File: config.mk
export PLATFORM = sky130hd
export DESIGN_NAME = machine_csr_file
export DESIGN_NICKNAME = d
export VERILOG_FILES = /design/src/rtl/mcsr_pkg.sv /design/src/rtl/mcsr_cfg_bank.sv /design/src/rtl/machine_csr_file.sv
export VERILOG_INCLUDE_DIRS = /design/src /design/src/rtl
export SDC_FILE = /design/constraint.sdc
export NUM_CORES = 1
export LEC_CHECK = 0
export BUFFER_PORTS_ARGS = -buffer_cell sky130_fd_sc_hd__buf_4
export CORE_UTILIZATION = 50
export DETAILED_ROUTE_END_ITERATION = 6
export PLACE_DENSITY = 0.76
export SETUP_SLACK_MARGIN = 0.3
export SYNTH_ARGS = -nofsm -noshare
export SYNTH_HDL_FRONTEND = slang
export SYNTH_SLANG_ARGS = --single-unit
File: constraint.sdc
create_clock -name clk -period 4.1 [get_ports clk]
set_clock_uncertainty 0.15 [all_clocks]
set_input_delay 0.82 -clock clk [delete_from_list [all_inputs] [get_ports clk]]
set_output_delay 0.82 -clock clk [all_outputs]
set_load 0.02 [all_outputs]
File: src/rtl/machine_csr_file_defines.svh
// Assertion macros shared by the machine CSR file RTL.
// Included by modules that carry concurrent checks; expects clk and arst_n in scope.
`ifndef MACHINE_CSR_FILE_DEFINES_SVH
`define MACHINE_CSR_FILE_DEFINES_SVH
`ifndef SYNTH
// Check sampled on the rising clock edge, switched off while reset is asserted.
`define MCSR_ASSERT(lbl, prop, msg) \
lbl: assert property (@(posedge clk) disable iff (!arst_n) (prop)) else $error(msg);
// Check sampled on the rising clock edge that also holds during reset.
`define MCSR_ASSERT_ALWAYS(lbl, prop, msg) \
lbl: assert property (@(posedge clk) (prop)) else $error(msg);
`else
`define MCSR_ASSERT(lbl, prop, msg)
`define MCSR_ASSERT_ALWAYS(lbl, prop, msg)
`endif
`endif

File: src/rtl/mcsr_pkg.sv
// Package for the machine CSR file: select and register index codes, masks,
// reset values and the write-merge helpers. No dependencies.
`default_nettype none

package mcsr_pkg;

	// Dense CSR select encoding carried on the request.
	typedef enum logic [3:0] {
		CSR_MISA       = 4'd0,
		CSR_MVENDORID  = 4'd1,
		CSR_MARCHID    = 4'd2,
		CSR_MIMPID     = 4'd3,
		CSR_MHARTID    = 4'd4,
		CSR_MSTATUS    = 4'd5,
		CSR_MSTATUSH   = 4'd6,
		CSR_MCONFIGPTR = 4'd7,
		CSR_MTVEC      = 4'd8,
		CSR_MIP        = 4'd9,
		CSR_MIE        = 4'd10,
		CSR_MSCRATCH   = 4'd11,
		CSR_MEPC       = 4'd12,
		CSR_MCAUSE     = 4'd13,
		CSR_MTVAL      = 4'd14,
		CSR_RESERVED   = 4'd15
	} csr_sel_t;

	// Configuration register indexes.
	typedef enum logic [2:0] {
		CFG_ISA_WORD       = 3'd0,
		CFG_VENDOR_ID      = 3'd1,
		CFG_ARCH_ID        = 3'd2,
		CFG_IMPL_ID        = 3'd3,
		CFG_HART_NUMBER    = 3'd4,
		CFG_CONFIG_POINTER = 3'd5,
		CFG_STATUS_HIGH    = 3'd6
	} cfg_idx_t;

	localparam int unsigned XLEN       = 32;
	localparam int unsigned CFG_IDX_W  = 3;
	localparam int unsigned STATUS_W   = 13;
	localparam int unsigned IE_W       = 12;

	localparam logic [XLEN-1:0] MSTATUS_KEEP = 32'h0000_1888;
	localparam logic [XLEN-1:0] MSTATUS_MPP  = 32'h0000_1800;
	localparam logic [XLEN-1:0] MIE_KEEP     = 32'h0000_0888;
	localparam logic [XLEN-1:0] MTVEC_CLEAR  = 32'h0000_0002;
	localparam logic [XLEN-1:0] MEPC_CLEAR   = 32'h0000_0003;

	localparam logic [XLEN-1:0] ISA_WORD_RST = 32'h4000_0000;

	// Identity and fixed-value registers as seen by the datapath.
	typedef struct packed {
		logic [XLEN-1:0] isa_word;
		logic [XLEN-1:0] vendor_id;
		logic [XLEN-1:0] arch_id;
		logic [XLEN-1:0] impl_id;
		logic [XLEN-1:0] hart_number;
		logic [XLEN-1:0] config_pointer;
		logic [XLEN-1:0] status_high;
	} cfg_regs_t;

	// Replace the bits of old_val selected by wmask with those of wdata.
	function automatic logic [XLEN-1:0] merge(
		input logic [XLEN-1:0] old_val,
		input logic [XLEN-1:0] wmask,
		input logic [XLEN-1:0] wdata
	);
		return (old_val & ~wmask) | (wdata & wmask);
	endfunction

	// mstatus keeps MPP, MPIE and MIE; a nonzero MPP is forced to machine mode.
	function automatic logic [XLEN-1:0] status_rule(input logic [XLEN-1:0] val);
		logic [XLEN-1:0] kept;
		kept = val & MSTATUS_KEEP;
		if ((kept & MSTATUS_MPP) != '0) begin
			kept = kept | MSTATUS_MPP;
		end
		return kept;
	endfunction

endpackage

`default_nettype wire

File: src/rtl/mcsr_cfg_bank.sv
// Configuration register bank of the machine CSR file: identity values and mstatush.
// Depends on mcsr_pkg.
`default_nettype none

module mcsr_cfg_bank (
	input  wire logic                                 clk,
	input  wire logic                                 arst_n,
	input  wire logic                                 wr_en,
	input  wire logic [mcsr_pkg::CFG_IDX_W-1:0]       wr_index,
	input  wire logic [mcsr_pkg::XLEN-1:0]            wr_data,
	output mcsr_pkg::cfg_regs_t                       regs
);

	mcsr_pkg::cfg_regs_t regs_q;

	// Indexes past the last register are dropped.
	always_ff @(posedge clk or negedge arst_n) begin
		if (!arst_n) begin
			regs_q.isa_word       <= mcsr_pkg::ISA_WORD_RST;
			regs_q.vendor_id      <= '0;
			regs_q.arch_id        <= '0;
			regs_q.impl_id        <= '0;
			regs_q.hart_number    <= '0;
			regs_q.config_pointer <= '0;
			regs_q.status_high    <= '0;
		end else if (wr_en) begin
			unique case (mcsr_pkg::cfg_idx_t'(wr_index))
				mcsr_pkg::CFG_ISA_WORD:       regs_q.isa_word       <= wr_data;
				mcsr_pkg::CFG_VENDOR_ID:      regs_q.vendor_id      <= wr_data;
				mcsr_pkg::CFG_ARCH_ID:        regs_q.arch_id        <= wr_data;
				mcsr_pkg::CFG_IMPL_ID:        regs_q.impl_id        <= wr_data;
				mcsr_pkg::CFG_HART_NUMBER:    regs_q.hart_number    <= wr_data;
				mcsr_pkg::CFG_CONFIG_POINTER: regs_q.config_pointer <= wr_data;
				mcsr_pkg::CFG_STATUS_HIGH:    regs_q.status_high    <= wr_data;
				default: begin
				end
			endcase
		end
	end

	assign regs = regs_q;

endmodule

`default_nettype wire

File: src/rtl/machine_csr_file.sv
// Top level of the RV32 machine-mode CSR file: request pipeline, CSR state and write rules.
// Depends on mcsr_pkg, mcsr_cfg_bank and machine_csr_file_defines.svh.
//
//   channel   direction  handshake             payload
//   in        sink       in_valid / in_stall   csr_select, csr_rmask, csr_wmask,
//                                              csr_wdata, pending_interrupts
//   out       source     out_valid / out_stall read_value, illegal_access
//   cfg       sink       cfg_valid / cfg_ready cfg_index, cfg_data
//
// One request is accepted per cycle while in_stall is low. A request passes through the input
// register and then the result register, from which its result is offered on the result port.
// The CSR state is read and updated in the cycle the request leaves the input register, so
// back-to-back requests see each other's writes in order.
// A stall on the result side holds the result register and then the input register; in_stall
// rises only when both are full and the result is stalled. Reset clears the valid flags and
// all CSR state except misa, which resets to ISA_WORD_RST; no clearing pass is needed.
// Configuration writes are always taken (cfg_ready stays high).
`default_nettype none
`include "machine_csr_file_defines.svh"

module machine_csr_file (
	input  wire logic                                 clk,
	input  wire logic                                 arst_n,
	// request channel
	input  wire logic                                 in_valid,
	output logic                                      in_stall,
	input  wire logic [3:0]                           csr_select,
	input  wire logic [mcsr_pkg::XLEN-1:0]            csr_rmask,
	input  wire logic [mcsr_pkg::XLEN-1:0]            csr_wmask,
	input  wire logic [mcsr_pkg::XLEN-1:0]            csr_wdata,
	input  wire logic [mcsr_pkg::XLEN-1:0]            pending_interrupts,
	// result channel
	output logic                                      out_valid,
	input  wire logic                                 out_stall,
	output logic [mcsr_pkg::XLEN-1:0]                 read_value,
	output logic                                      illegal_access,
	// configuration write channel
	input  wire logic                                 cfg_valid,
	output logic                                      cfg_ready,
	input  wire logic [mcsr_pkg::CFG_IDX_W-1:0]       cfg_index,
	input  wire logic [mcsr_pkg::XLEN-1:0]            cfg_data
);

	// Configuration bank. Writes must arrive only while the block is idle; the block itself
	// does not enforce this. The datapath reads these values directly without ordering logic.
	mcsr_pkg::cfg_regs_t cfg;

	assign cfg_ready = 1'b1;

	mcsr_cfg_bank u_cfg_bank (
		.clk      (clk),
		.arst_n   (arst_n),
		.wr_en    (cfg_valid && cfg_ready),
		.wr_index (cfg_index),
		.wr_data  (cfg_data),
		.regs     (cfg)
	);

	// Input register. The whole request is captured on acceptance so that the
	// CSR lookup and merge see stable operands.
	logic                          s1_valid_q;
	mcsr_pkg::csr_sel_t            sel_s1;
	logic [mcsr_pkg::XLEN-1:0]     rmask_s1;
	logic [mcsr_pkg::XLEN-1:0]     wmask_s1;
	logic [mcsr_pkg::XLEN-1:0]     wdata_s1;
	logic [mcsr_pkg::XLEN-1:0]     pend_s1;

	// Result register.
	logic                          out_valid_q;
	logic [mcsr_pkg::XLEN-1:0]     read_value_q;
	logic                          illegal_q;

	// The result register can take a new entry when it is empty or being drained.
	logic out_free;
	logic s1_fire;

	assign out_free = !out_valid_q || !out_stall;
	assign s1_fire  = s1_valid_q && out_free;
	assign in_stall = s1_valid_q && !out_free;

	always_ff @(posedge clk or negedge arst_n) begin
		if (!arst_n) begin
			s1_valid_q <= 1'b0;
		end else if (!in_stall) begin
			s1_valid_q <= in_valid;
		end
	end

	always_ff @(posedge clk) begin
		if (in_valid && !in_stall) begin
			sel_s1   <= mcsr_pkg::csr_sel_t'(csr_select);
			rmask_s1 <= csr_rmask;
			wmask_s1 <= csr_wmask;
			wdata_s1 <= csr_wdata;
			pend_s1  <= pending_interrupts;
		end
	end

	// Writable machine state; mstatus and mie are stored only as wide as their legal bits.
	logic [mcsr_pkg::STATUS_W-1:0] status_q;
	logic [mcsr_pkg::XLEN-1:0]     tvec_q;
	logic [mcsr_pkg::IE_W-1:0]     ie_q;
	logic [mcsr_pkg::XLEN-1:0]     scratch_q;
	logic [mcsr_pkg::XLEN-1:0]     epc_q;
	logic [mcsr_pkg::XLEN-1:0]     cause_q;
	logic [mcsr_pkg::XLEN-1:0]     tval_q;

	// Old value of the selected CSR and the illegal flag. Identity registers
	// reject any write; mip and mstatush accept and discard one.
	logic [mcsr_pkg::XLEN-1:0] old_val;
	logic                      bad;
	logic                      wr_any;

	assign wr_any = (wmask_s1 != '0);

	always_comb begin
		old_val = '0;
		bad     = 1'b0;
		unique case (sel_s1)
			mcsr_pkg::CSR_MISA: begin
				old_val = cfg.isa_word;
				bad     = wr_any;
			end
			mcsr_pkg::CSR_MVENDORID: begin
				old_val = cfg.vendor_id;
				bad     = wr_any;
			end
			mcsr_pkg::CSR_MARCHID: begin
				old_val = cfg.arch_id;
				bad     = wr_any;
			end
			mcsr_pkg::CSR_MIMPID: begin
				old_val = cfg.impl_id;
				bad     = wr_any;
			end
			mcsr_pkg::CSR_MHARTID: begin
				old_val = cfg.hart_number;
				bad     = wr_any;
			end
			mcsr_pkg::CSR_MCONFIGPTR: begin
				old_val = cfg.config_pointer;
				bad     = wr_any;
			end
			mcsr_pkg::CSR_MSTATUS:  old_val = {{(mcsr_pkg::XLEN-mcsr_pkg::STATUS_W){1'b0}},
				status_q};
			mcsr_pkg::CSR_MSTATUSH: old_val = cfg.status_high;
			mcsr_pkg::CSR_MTVEC:    old_val = tvec_q;
			mcsr_pkg::CSR_MIP:      old_val = pend_s1;
			mcsr_pkg::CSR_MIE:      old_val = {{(mcsr_pkg::XLEN-mcsr_pkg::IE_W){1'b0}}, ie_q};
			mcsr_pkg::CSR_MSCRATCH: old_val = scratch_q;
			mcsr_pkg::CSR_MEPC:     old_val = epc_q;
			mcsr_pkg::CSR_MCAUSE:   old_val = cause_q;
			mcsr_pkg::CSR_MTVAL:    old_val = tval_q;
			mcsr_pkg::CSR_RESERVED: bad     = 1'b1;
			default:                bad     = 1'b1;
		endcase
	end

	// Merged value before the per-CSR write rule is applied.
	logic [mcsr_pkg::XLEN-1:0] merged;
	logic [mcsr_pkg::XLEN-1:0] status_next;

	assign merged      = mcsr_pkg::merge(old_val, wmask_s1, wdata_s1);
	assign status_next = mcsr_pkg::status_rule(merged);

	// State update. A request with an empty write mask rewrites the same value,
	// which every write rule leaves unchanged, so no separate write-enable is kept.
	always_ff @(posedge clk or negedge arst_n) begin
		if (!arst_n) begin
			status_q  <= '0;
			tvec_q    <= '0;
			ie_q      <= '0;
			scratch_q <= '0;
			epc_q     <= '0;
			cause_q   <= '0;
			tval_q    <= '0;
		end else if (s1_fire) begin
			unique case (sel_s1)
				mcsr_pkg::CSR_MSTATUS:  status_q  <= status_next[mcsr_pkg::STATUS_W-1:0];
				mcsr_pkg::CSR_MTVEC:    tvec_q    <= merged & ~mcsr_pkg::MTVEC_CLEAR;
				mcsr_pkg::CSR_MIE: begin
					ie_q <= merged[mcsr_pkg::IE_W-1:0] & mcsr_pkg::MIE_KEEP[mcsr_pkg::IE_W-1:0];
				end
				mcsr_pkg::CSR_MSCRATCH: scratch_q <= merged;
				mcsr_pkg::CSR_MEPC:     epc_q     <= merged & ~mcsr_pkg::MEPC_CLEAR;
				mcsr_pkg::CSR_MCAUSE:   cause_q   <= merged;
				mcsr_pkg::CSR_MTVAL:    tval_q    <= merged;
				default: begin
				end
			endcase
		end
	end

	// Result register: loaded when the input register hands over, cleared
	// once the consumer takes the result without a new one arriving.
	always_ff @(posedge clk or negedge arst_n) begin
		if (!arst_n) begin
			out_valid_q <= 1'b0;
		end else if (s1_fire) begin
			out_valid_q <= 1'b1;
		end else if (!out_stall) begin
			out_valid_q <= 1'b0;
		end
	end

	always_ff @(posedge clk) begin
		if (s1_fire) begin
			read_value_q <= bad ? '0 : (old_val & rmask_s1);
			illegal_q    <= bad;
		end
	end

	assign out_valid      = out_valid_q;
	assign read_value     = read_value_q;
	assign illegal_access = illegal_q;

	// The configuration port never refuses a write.
	`MCSR_ASSERT_ALWAYS(a_cfg_ready, cfg_ready, "configuration port refused a write")
	// MPP only ever holds user or machine mode.
	`MCSR_ASSERT(a_mpp_legal, (status_q[12:11] == 2'b00) || (status_q[12:11] == 2'b11),
		"mstatus MPP holds a mode other than user or machine")
	// Alignment bits of mepc and the reserved mtvec bit stay clear.
	`MCSR_ASSERT(a_align_bits, (epc_q[1:0] == 2'b00) && (tvec_q[1] == 1'b0),
		"mepc or mtvec holds a bit that its write rule clears")
	// An illegal access never returns data.
	`MCSR_ASSERT(a_illegal_zero, (out_valid_q && illegal_q) |-> (read_value_q == '0),
		"illegal access returned nonzero read data")
	// With both registers full and the result stalled, no request may enter.
	`MCSR_ASSERT(a_full_stall, (s1_valid_q && out_valid_q && out_stall) |-> in_stall,
		"request accepted while the pipeline is full and stalled")
	// A handed-over request always lands in the result register.
	`MCSR_ASSERT(a_handover, s1_fire |=> out_valid_q,
		"result register empty after a request left the input register")

endmodule

`default_nettype wire
-- Word-level counts from Yosys, hierarchy flattened
Cells that the tools add are included.
- input port bits: 172
- flip-flop bits (word level): 564
- logic and storage cells: 82
- reduce and logical (&&, ||, !) cells: 27
- equal/unequal tests: 22
- bitwise logic cells: 5
- mux-type cells: 5
- operators with widths (kind ; number):
    32-bit case mux with 15 select lines ; 1
    32-bit bitwise AND ; 3
    32-bit nonzero test ; 2
    4-bit equality test, second input constant ; 8
    32-bit NOT ; 1
    32-bit OR ; 1
    2-bit AND reduction ; 14
    4-bit by 3-bit equality test with 1-bit output, second input constant ; 4
    13-bit two-way mux ; 1
    3-bit equality test, second input constant ; 3
    4-bit by 2-bit equality test with 1-bit output, second input constant ; 2
    3-bit by 2-bit equality test with 1-bit output, second input constant ; 2
    6-bit OR reduction ; 1
    4-bit by 1-bit equality test with 1-bit output, second input constant ; 1
    1-bit logical NOT ; 4
    4-bit logical NOT ; 1
    3-bit by 1-bit equality test with 1-bit output, second input constant ; 1
    1-bit logical AND ; 3
    3-bit logical NOT ; 1
    1-bit two-way mux ; 2
    2-bit by 1-bit != test with 1-bit output, second input constant ; 1
    1-bit case mux with 2 select lines ; 1
    1-bit logical OR ; 1

-- Depth between registers and ports, before layout
Gate-level depths: netlist of the first run.
- depth in word-level cells: 6
- gate-level depth with buffers: 10
- gate-level depth less buffers: 7

-- By module
From an unflattened synthesis of the first run, not the netlist that was laid out.
- cells, all modules: 1845
- area total of the unflattened synthesis: 24454.7 µm²
- modules (own cells, without submodules) (module ; area an instance (µm²) ; cells each ; instances):
    machine_csr_file ; 16075.4 ; 1362 ; 1
    mcsr_cfg_bank ; 8379.3 ; 483 ; 1

-- Worst setup path before layout of the first run
No wires, ideal clock.
- kind: in2reg
- from: in out_stall
- to: reg pend_s1[0] (netlist bit) (enable)
- cell stages on the path: 2
- arrival time: 3975 ps
- setup slack: -532 ps
- library setup time: 507 ps
- path through: nand3_1 and2_1
- longest elaborated chain between the ends: 6
- ends and longest elaborated chain (item ; line ; text):
    from (decl) ; machine_csr_file.sv:34 ; input wire logic out_stall,
    1-bit logical NOT ; n/a ;
    1-bit logical OR ; machine_csr_file.sv:77 ; assign out_free = !out_valid_q || !out_stall;
    1-bit logical NOT ; machine_csr_file.sv:79 ; assign in_stall = s1_valid_q && !out_free;
    1-bit logical AND ; machine_csr_file.sv:79 ;
    1-bit logical NOT ; machine_csr_file.sv:90 ; if (in_valid && !in_stall) begin
    1-bit logical AND ; machine_csr_file.sv:90 ;
    to (signal assigned) ; machine_csr_file.sv:95 ; pend_s1 <= pending_interrupts;
    to (decl) ; machine_csr_file.sv:66 ; logic [mcsr_pkg::XLEN-1:0] pend_s1;
Every way passes these cells.
A chain may end at the register's enable or synchronous reset.

-- Final worst setup path of the first run
- from: reg sel_s1[3]
- to: reg tval_q[7] (netlist bit)
- longest elaborated chain between the ends: 4
- ends and longest elaborated chain (item ; line ; text):
    from (decl) ; machine_csr_file.sv:62 ; mcsr_pkg::csr_sel_t sel_s1;
    from (signal assigned) ; machine_csr_file.sv:91 ; sel_s1 <= mcsr_pkg::csr_sel_t'(csr_select);
    4-bit equality test, or another cell as far along ; machine_csr_file.sv:119, machine_csr_file.sv:178 ;
    32-bit case mux with 15 select lines ; machine_csr_file.sv:119 ; unique case (sel_s1)
    32-bit bitwise AND ; mcsr_pkg.sv:68 ; return (old_val & ~wmask) | (wdata & wmask);
    32-bit OR ; mcsr_pkg.sv:68 ;
    to (signal assigned) ; machine_csr_file.sv:187 ; mcsr_pkg::CSR_MTVAL: tval_q <= merged;
    to (decl) ; machine_csr_file.sv:106 ; logic [mcsr_pkg::XLEN-1:0] tval_q;
Several ways; a longest one is shown, not always the timed one.

==> run_results.csv, run 1 <==
group,metric,value,unit
final_layout,final_common_cell,"dfrtp_1",
floorplan,die_x,220,um
route,routedWlPerCell,29.8,um
run_status,violations,"design-rule violations",
min_path,worstHoldPathType,"in -> async",
synth,synthArstFlopShare,70.2,%
cts,cts_setup_buffers,0,
pwr,leakage,11.7,nW
synth,ys_warn_count,0,
worst_setup_path,cp-endpoint,"tval_q[7]$_DFFE_PN0P_",
sta,holdWs,0.0281,ns
sta,hold_violations,0,
synth,avgSynthCellArea,13.7,um2
placed_design,hpwl,52800,um
floorplan,initial_utilization,50.9,%
sta,post-route-period-util,90.2,%
floorplan,ioPinCount,208,
synth,synth_seq_cells,554,
route,via_per_inst,6.47,
sta,tightestPinTransition,1.16,ns
final_layout,fill_cells,3587,
cts,cts-resized-gates,0,
worst_setup_path,critPathKind,"reg -> reg",
route,vias,17100,
cts,cts_made_buffers,56,
worst_setup_path,cp.arrival,4.04,ns
cts,clockBufferDepth,3,
synth,synth.top_cell.area_share,40.8,%
final_layout,final_nets,2165,
worst_setup_path,crit_required,4.44,ns
synth,yosys.cell_types.count,79,
sta,rsz0062_at_grt,"false",
cts,root_buffer,"clkbuf_16",
worst_setup_path,cp_max_fo,32,
floorplan,fp.dieArea,48400,um2
pwr,p_per_area,524,nW/um2
worst_setup_path,worst_setup_path_end_kind,"register",
synth,synth_area_leaders,"dfrtp_1 (41%), edfxtp_1 (21%), mux2_2 (16%)",
final_layout,area.growth.synth_to_final,18.4,%
final_layout,mostFrequentLayoutCells,"dfrtp_1 (388), mux2_2 (332), buf_4 (302), edfxtp_1 (165), nand2_1 (145)",
placed_design,gp_congestion,0.962,
final_layout,multi_input_area,8460,um2
floorplan,die_h,220,um
global_routing,grt_pass1_wl,114000,um
route,drc,18,
floorplan,coreArea,46800,um2
sta,setup_viol,0,
sta,finalMaxSlewViolations,0,
final_layout,drive_gt1_share,38.3,%
sta,fmax,270,MHz
final_layout,seqCellArea,14700,um2
worst_setup_path,reg2reg_from,"sel_s1[3]$_DFFE_PP_",
cts,cts_tree,"built",
synth,synth_top_area_cell,"dfrtp_1",
global_routing,grt_overflow_total,0,
synth,synth_seq_area_share,61.8,%
synth,synth-edff-count,165,
synth,syn_nets,1904,
cts,clkSinkCount,554,
route,drt_iter0_markers,2368,
cts,holdBufCountCts,0,
cts,cts_max_level,2,
global_routing,grt_use_total,33.0,%
sta,fin_setup_tns,0,ns
run_status,status,"finished, violations left",
synth,netlist_instances,1732,
job,maxCapViolCount,0,
synth,synth_area,23800,um2
sta,relSlewSlack,22.1,%
worst_setup_path,r2r_setup_slack,0.40,ns
route,dr.pass1.iters,7,
sta,final.min_clock_period,3.70,ns
worst_setup_path,startpoint_type,"register",
global_routing,grt_pass1_vias,17400,
route,final_antenna_net_count,0,
global_routing,grt_max_degree,94,
worst_setup_path,r2r-end,"tval_q[7]$_DFFE_PN0P_",
route,wirelength,79000,um
cts,clk_pin_slew,0.06,ns
pwr,peakVddDrop,375,uV
worst_setup_path,r2r_cells,8,
worst_setup_path,crit_path_start,"sel_s1[3]$_DFFE_PP_",
cts,clk_latency,0.61,ns
floorplan,rows,79,
placed_design,io_buffers,206,
global_routing,antenna_found_initial,4,
synth,synthFlopType,"dfrtp_1",
power breakdown:
| part | leakage, nW | internal [W] | switching [W] |
|---|---|---|---|
| Clock | 0.846 | 0.00279 | 0.00214 |
| Combinational | 4.48 | 0.00118 | 0.00122 |
| Sequential | 6.40 | 0.00678 | 0.000628 |
| Total | 11.7 | 0.0107 | 0.00399 |
worst min path at each step:
stage / start / to / slack, ns
6_report: arst_n / tvec_q[10]$_DFFE_PN0P_ / 0.03
5_1_grt: arst_n / tvec_q[10]$_DFFE_PN0P_ / 0.09
4_1_cts: arst_n / u_cfg_bank.regs[68]$_DFFE_PN0P_ / 0.05
3_5_place_dp: scratch_q[23]$_DFFE_PN0P_ / scratch_q[23]$_DFFE_PN0P_ / 0.32
3_3_place_gp: tvec_q[19]$_DFFE_PN0P_ / tvec_q[19]$_DFFE_PN0P_ / 0.30
2_1_floorplan: tvec_q[19]$_DFFE_PN0P_ / tvec_q[19]$_DFFE_PN0P_ / 0.29
flip-flops by register name, summed over array words and instances, names as in the netlist:
| name | cells |
|---|---|
| wmask_s1 | 32 |
| pend_s1 | 32 |
| out_valid | 1 |
| epc_q | 30 |
| s1_valid_q | 1 |
| read_value | 32 |
| tvec_q | 31 |
| scratch_q | 32 |
| tval_q | 32 |
| ie_q | 3 |
| rmask_s1 | 32 |
| illegal_access | 1 |
| status_q | 3 |
| wdata_s1 | 32 |
| u_cfg_bank.regs | 224 |
| cause_q | 32 |
| sel_s1 | 4 |
layout make-up:
cell class	count	share of cell area, %
antenna	5	0.0444
clock buffer	77	5.44
clock inverter	26	0.720
inverter	8	0.107
multi-input combinational	1061	30.1
sequential	554	52.2
tap	607	2.70
timing repair buffer	312	8.75
cells by family (layout without fill, tap and decap cells):
logic type	after synthesis	after routing	synth area share [%]
DFF	554	554	61.8
muxes	367	367	17.6
AOI/OAI and AO/OA	354	354	10.6
and+or+nand+nor	339	339	7.26
buffers and inverters	117	423	2.78
other	1	6	0.0158
cells in the mapped netlist, types with 9 or more instances:
cell and instances:
a22o_1 19, and2_1 10, o22ai_1 20, a221oi_1 25
nand2_1 145, a22oi_1 83, buf_6 16, a32oi_1 16
buf_4 11, mux2i_1 26, a31oi_1 13, nor3_1 18
o21ai_0 51, nor4_1 9, mux2_2 332, o21ai_1 37
nand3_1 12, clkbuf_1 41, a21oi_1 28, nor3b_1 11
buf_2 39, edfxtp_1 165, dfrtp_1 388, nor2_1 63
metrics by stage:
step | setup slack, ns | utilization [%] | total power (W) | cell area, um2 | instances
5_1_grt | 0.330 | 60.2 | 0.0152 | 28100 | 2646
3_3_place_gp | 0.565 | 56.5 | 0.00968 | 26400 | 2542
6_report | 0.401 | 60.2 | 0.0147 | 28100 | 2650
3_5_place_dp | 0.488 | 56.5 | 0.00982 | 26400 | 2542
2_1_floorplan | 0.865 | - | 0.00878 | 23800 | 1732
4_1_cts | 0.475 | 60.2 | 0.0147 | 28100 | 2645
per-layer routing:
metal  GRT usage [%]  up-vias  routed length, um
met4            20.2        2               5460
li1                -     7049                  -
met5               0        -                 19
met1            43.2     8629              29700
met2            49.0     1137              35000
met3            8.92      328               8740
critical path, cell delays in order, from the launching register on:
cell,delay (ns)
edfxtp_1,0.73
buf_12,0.29
buf_4,0.30
mux2_2,0.38
a22oi_1,0.15
a21oi_1,0.09
a211oi_1,0.64
o21ai_1,0.43
mux2_2,0.38
(Power assumes the default switching activity.)
==> run 2: changes to the inputs <==
--- a/config.mk
+++ b/config.mk
@@ -9,7 +9,7 @@
 export BUFFER_PORTS_ARGS = -buffer_cell sky130_fd_sc_hd__buf_4
 export CORE_UTILIZATION = 50
 export DETAILED_ROUTE_END_ITERATION = 6
-export PLACE_DENSITY = 0.76
+export PLACE_DENSITY = 0.74
 export SETUP_SLACK_MARGIN = 0.3
 export SYNTH_ARGS = -nofsm -noshare
 export SYNTH_HDL_FRONTEND = slang
==> constraint.sdc (replaced) <==
create_clock -name clk -period 3.96 [get_ports clk]
set_clock_uncertainty 0.15 [all_clocks]
set_input_delay 0.792 -clock clk [delete_from_list [all_inputs] [get_ports clk]]
set_output_delay 0.792 -clock clk [all_outputs]
set_load 0.02 [all_outputs]
==> run 2 against run 1 <==
Compared with the run above: the run still ends with design-rule violations left; critical path depth is the same; utilization is essentially flat; non-clock buffer count shrank 37; total power grew 6.2%; sequential cell count is the same; die area is the same; cell count shrank 1.5%.
==> run_results.csv, run 2 (same netlist as run 1, synthesis figures left out) <==
group,metric,value,unit
final_layout,largest_reg_flops,224,
global_routing,antenna_found_initial,2,
global_routing,grt_max_degree,133,
pwr,leakage,11.7,nW
sta,setup_viol,0,
floorplan,initial_utilization,50.9,%
route,final_antenna_net_count,0,
route,wirelength,77300,um
sta,post-route-period-util,89.9,%
final_layout,multi_input_area,8500,um2
global_routing,grt_use_total,32.4,%
worst_setup_path,r2r_cells,8,
placed_design,io_buffers,206,
cts,cts_max_level,2,
worst_setup_path,cp_max_fo,20,
floorplan,die_h,220,um
worst_setup_path,cp.arrival,3.92,ns
placed_design,hpwl,50100,um
floorplan,ioPinCount,208,
global_routing,grt_pass1_vias,17000,
route,dr.pass1.iters,7,
cts,clk_latency,0.62,ns
cts,root_buffer,"clkbuf_16",
final_layout,fill_cells,3587,
route,via_per_inst,6.50,
global_routing,grt_overflow_total,0,
final_layout,area.growth.synth_to_final,18.4,%
cts,clkSinkCount,554,
run_status,status,"finished, violations left",
final_layout,final_nets,2129,
pwr,p_per_area,556,nW/um2
route,drc,16,
cts,cts_tree,"built",
sta,tightestPinTransition,1.12,ns
placed_design,gp_congestion,0.917,
min_path,worstHoldPathType,"in -> reg",
floorplan,coreArea,46800,um2
cts,clk_pin_slew,0.07,ns
route,vias,17000,
cts,clockBufferDepth,3,
sta,hold_violations,0,
worst_setup_path,crit_required,4.31,ns
run_status,violations,"design-rule violations",
worst_setup_path,worst_setup_path_end_kind,"register",
global_routing,grt_pass1_wl,112000,um
pwr,peakVddDrop,434,uV
sta,rsz0062_at_grt,"false",
final_layout,fin_area,28200,um2
final_layout,final_common_cell,"dfrtp_1",
worst_setup_path,startpoint_type,"register",
min_path,whs_path_depth,1,
floorplan,fp.dieArea,48400,um2
sta,holdWs,0.191,ns
sta,fmax,281,MHz
job,maxCapViolCount,0,
sta,final.min_clock_period,3.56,ns
final_layout,mostFrequentLayoutCells,"dfrtp_1 (388), mux2_2 (332), buf_4 (259), edfxtp_1 (165), nand2_1 (145)",
sta,fin_setup_tns,0,ns
final_layout,drive_gt1_share,37.8,%
sta,relSlewSlack,25.3,%
cts,cts_made_buffers,57,
worst_setup_path,critPathKind,"reg -> reg",
route,routedWlPerCell,29.6,um
floorplan,die_x,220,um
sta,finalMaxSlewViolations,0,
route,drt_iter0_markers,1819,
floorplan,rows,79,
final_layout,seqCellArea,14700,um2
placed_design,dpl_cell_area,26200,um2
[run 2: cell count changes in the layout (fill, tap and decap cells not counted), moves of 2 or more]
| cell | change |
|---|---|
| buf_12 | +5 |
| clkbuf_16 | +2 |
| bufinv_16 | +5 |
| diode_2 | -4 |
| inv_6 | +2 |
| clkbuf_1 | -9 |
| buf_4 | -43 |
| nor4_1 | -2 |
| clkbuf_8 | -2 |
| nor4_2 | +2 |
| clkinvlp_4 | +6 |
[run 2: worst paths after layout]
kind,from,endpoint,slack (ns)
min reg2reg,cause_q[12]$_DFFE_PN0P_,cause_q[12]$_DFFE_PN0P_,0.33
min in group asynchronous,arst_n,s1_valid_q$_DFFE_PN0N_,0.57
max reg2reg,sel_s1[2]$_DFFE_PP_,tval_q[2]$_DFFE_PN0P_,0.40
max in group asynchronous,arst_n,tvec_q[11]$_DFFE_PN0P_,2.14
min,csr_rmask[26],rmask_s1[26]$_DFFE_PP_,0.19
max,sel_s1[2]$_DFFE_PP_,tval_q[2]$_DFFE_PN0P_,0.40
[run 2: metal layers]
| metal | share of wire, % | GRT usage, % |
|---|---|---|
| met5 | 0.019 | 0 |
| met4 | 5.4 | 17.0 |
| met3 | 10 | 7.65 |
| met2 | 45 | 48.5 |
| met1 | 39 | 43.8 |
[run 2: worst max-delay path, cell delays in order (launching register included)]
cell and delay [ns]:
edfxtp_1 0.83, buf_4 0.35, nor3b_2 0.15, buf_4 0.22
a22oi_1 0.35, mux2i_1 0.15, nor4_2 0.58, o21ai_1 0.32
mux2_2 0.34
[run 2: repair_timing]
action                                  4_1_cts  5_1_grt
hold buffers                                  1        0
endpoints found under the setup margin       13        4
cloned                                        0        0
pin swaps                                     0        1
endpoints found under the hold margin         2        0
resized for setup                             4        2
buffers inserted                              0        0
[run 2: area by class of cell]
type	instances	area share, %
antenna	1	0.00888
tap	607	2.70
clock inverter	37	1.46
inverter	8	0.107
timing repair buffer	275	7.99
sequential	554	52.2
multi-input combinational	1061	30.2
clock buffer	68	5.40
[run 2: through the flow]
stage | utilization (%) | setup slack, ns | cells | total power (W)
after global placement | 56.0 | 0.221 | 2504 | 0.00996
after global routing | 60.2 | 0.375 | 2610 | 0.0162
after CTS | 60.2 | 0.345 | 2610 | 0.0157
after floorplan | - | 0.753 | 1732 | 0.00909
after detailed placement | 56.0 | 0.184 | 2504 | 0.0101
final | 60.2 | 0.399 | 2611 | 0.0157
[run 2: power by group]
group / total [W] / internal, W / switching, W
logic: 0.00245 / 0.00119 / 0.00126
clock network: 0.00557 / 0.00326 / 0.00231
registers: 0.00763 / 0.00702 / 0.000613
total: 0.0157 / 0.0115 / 0.00418
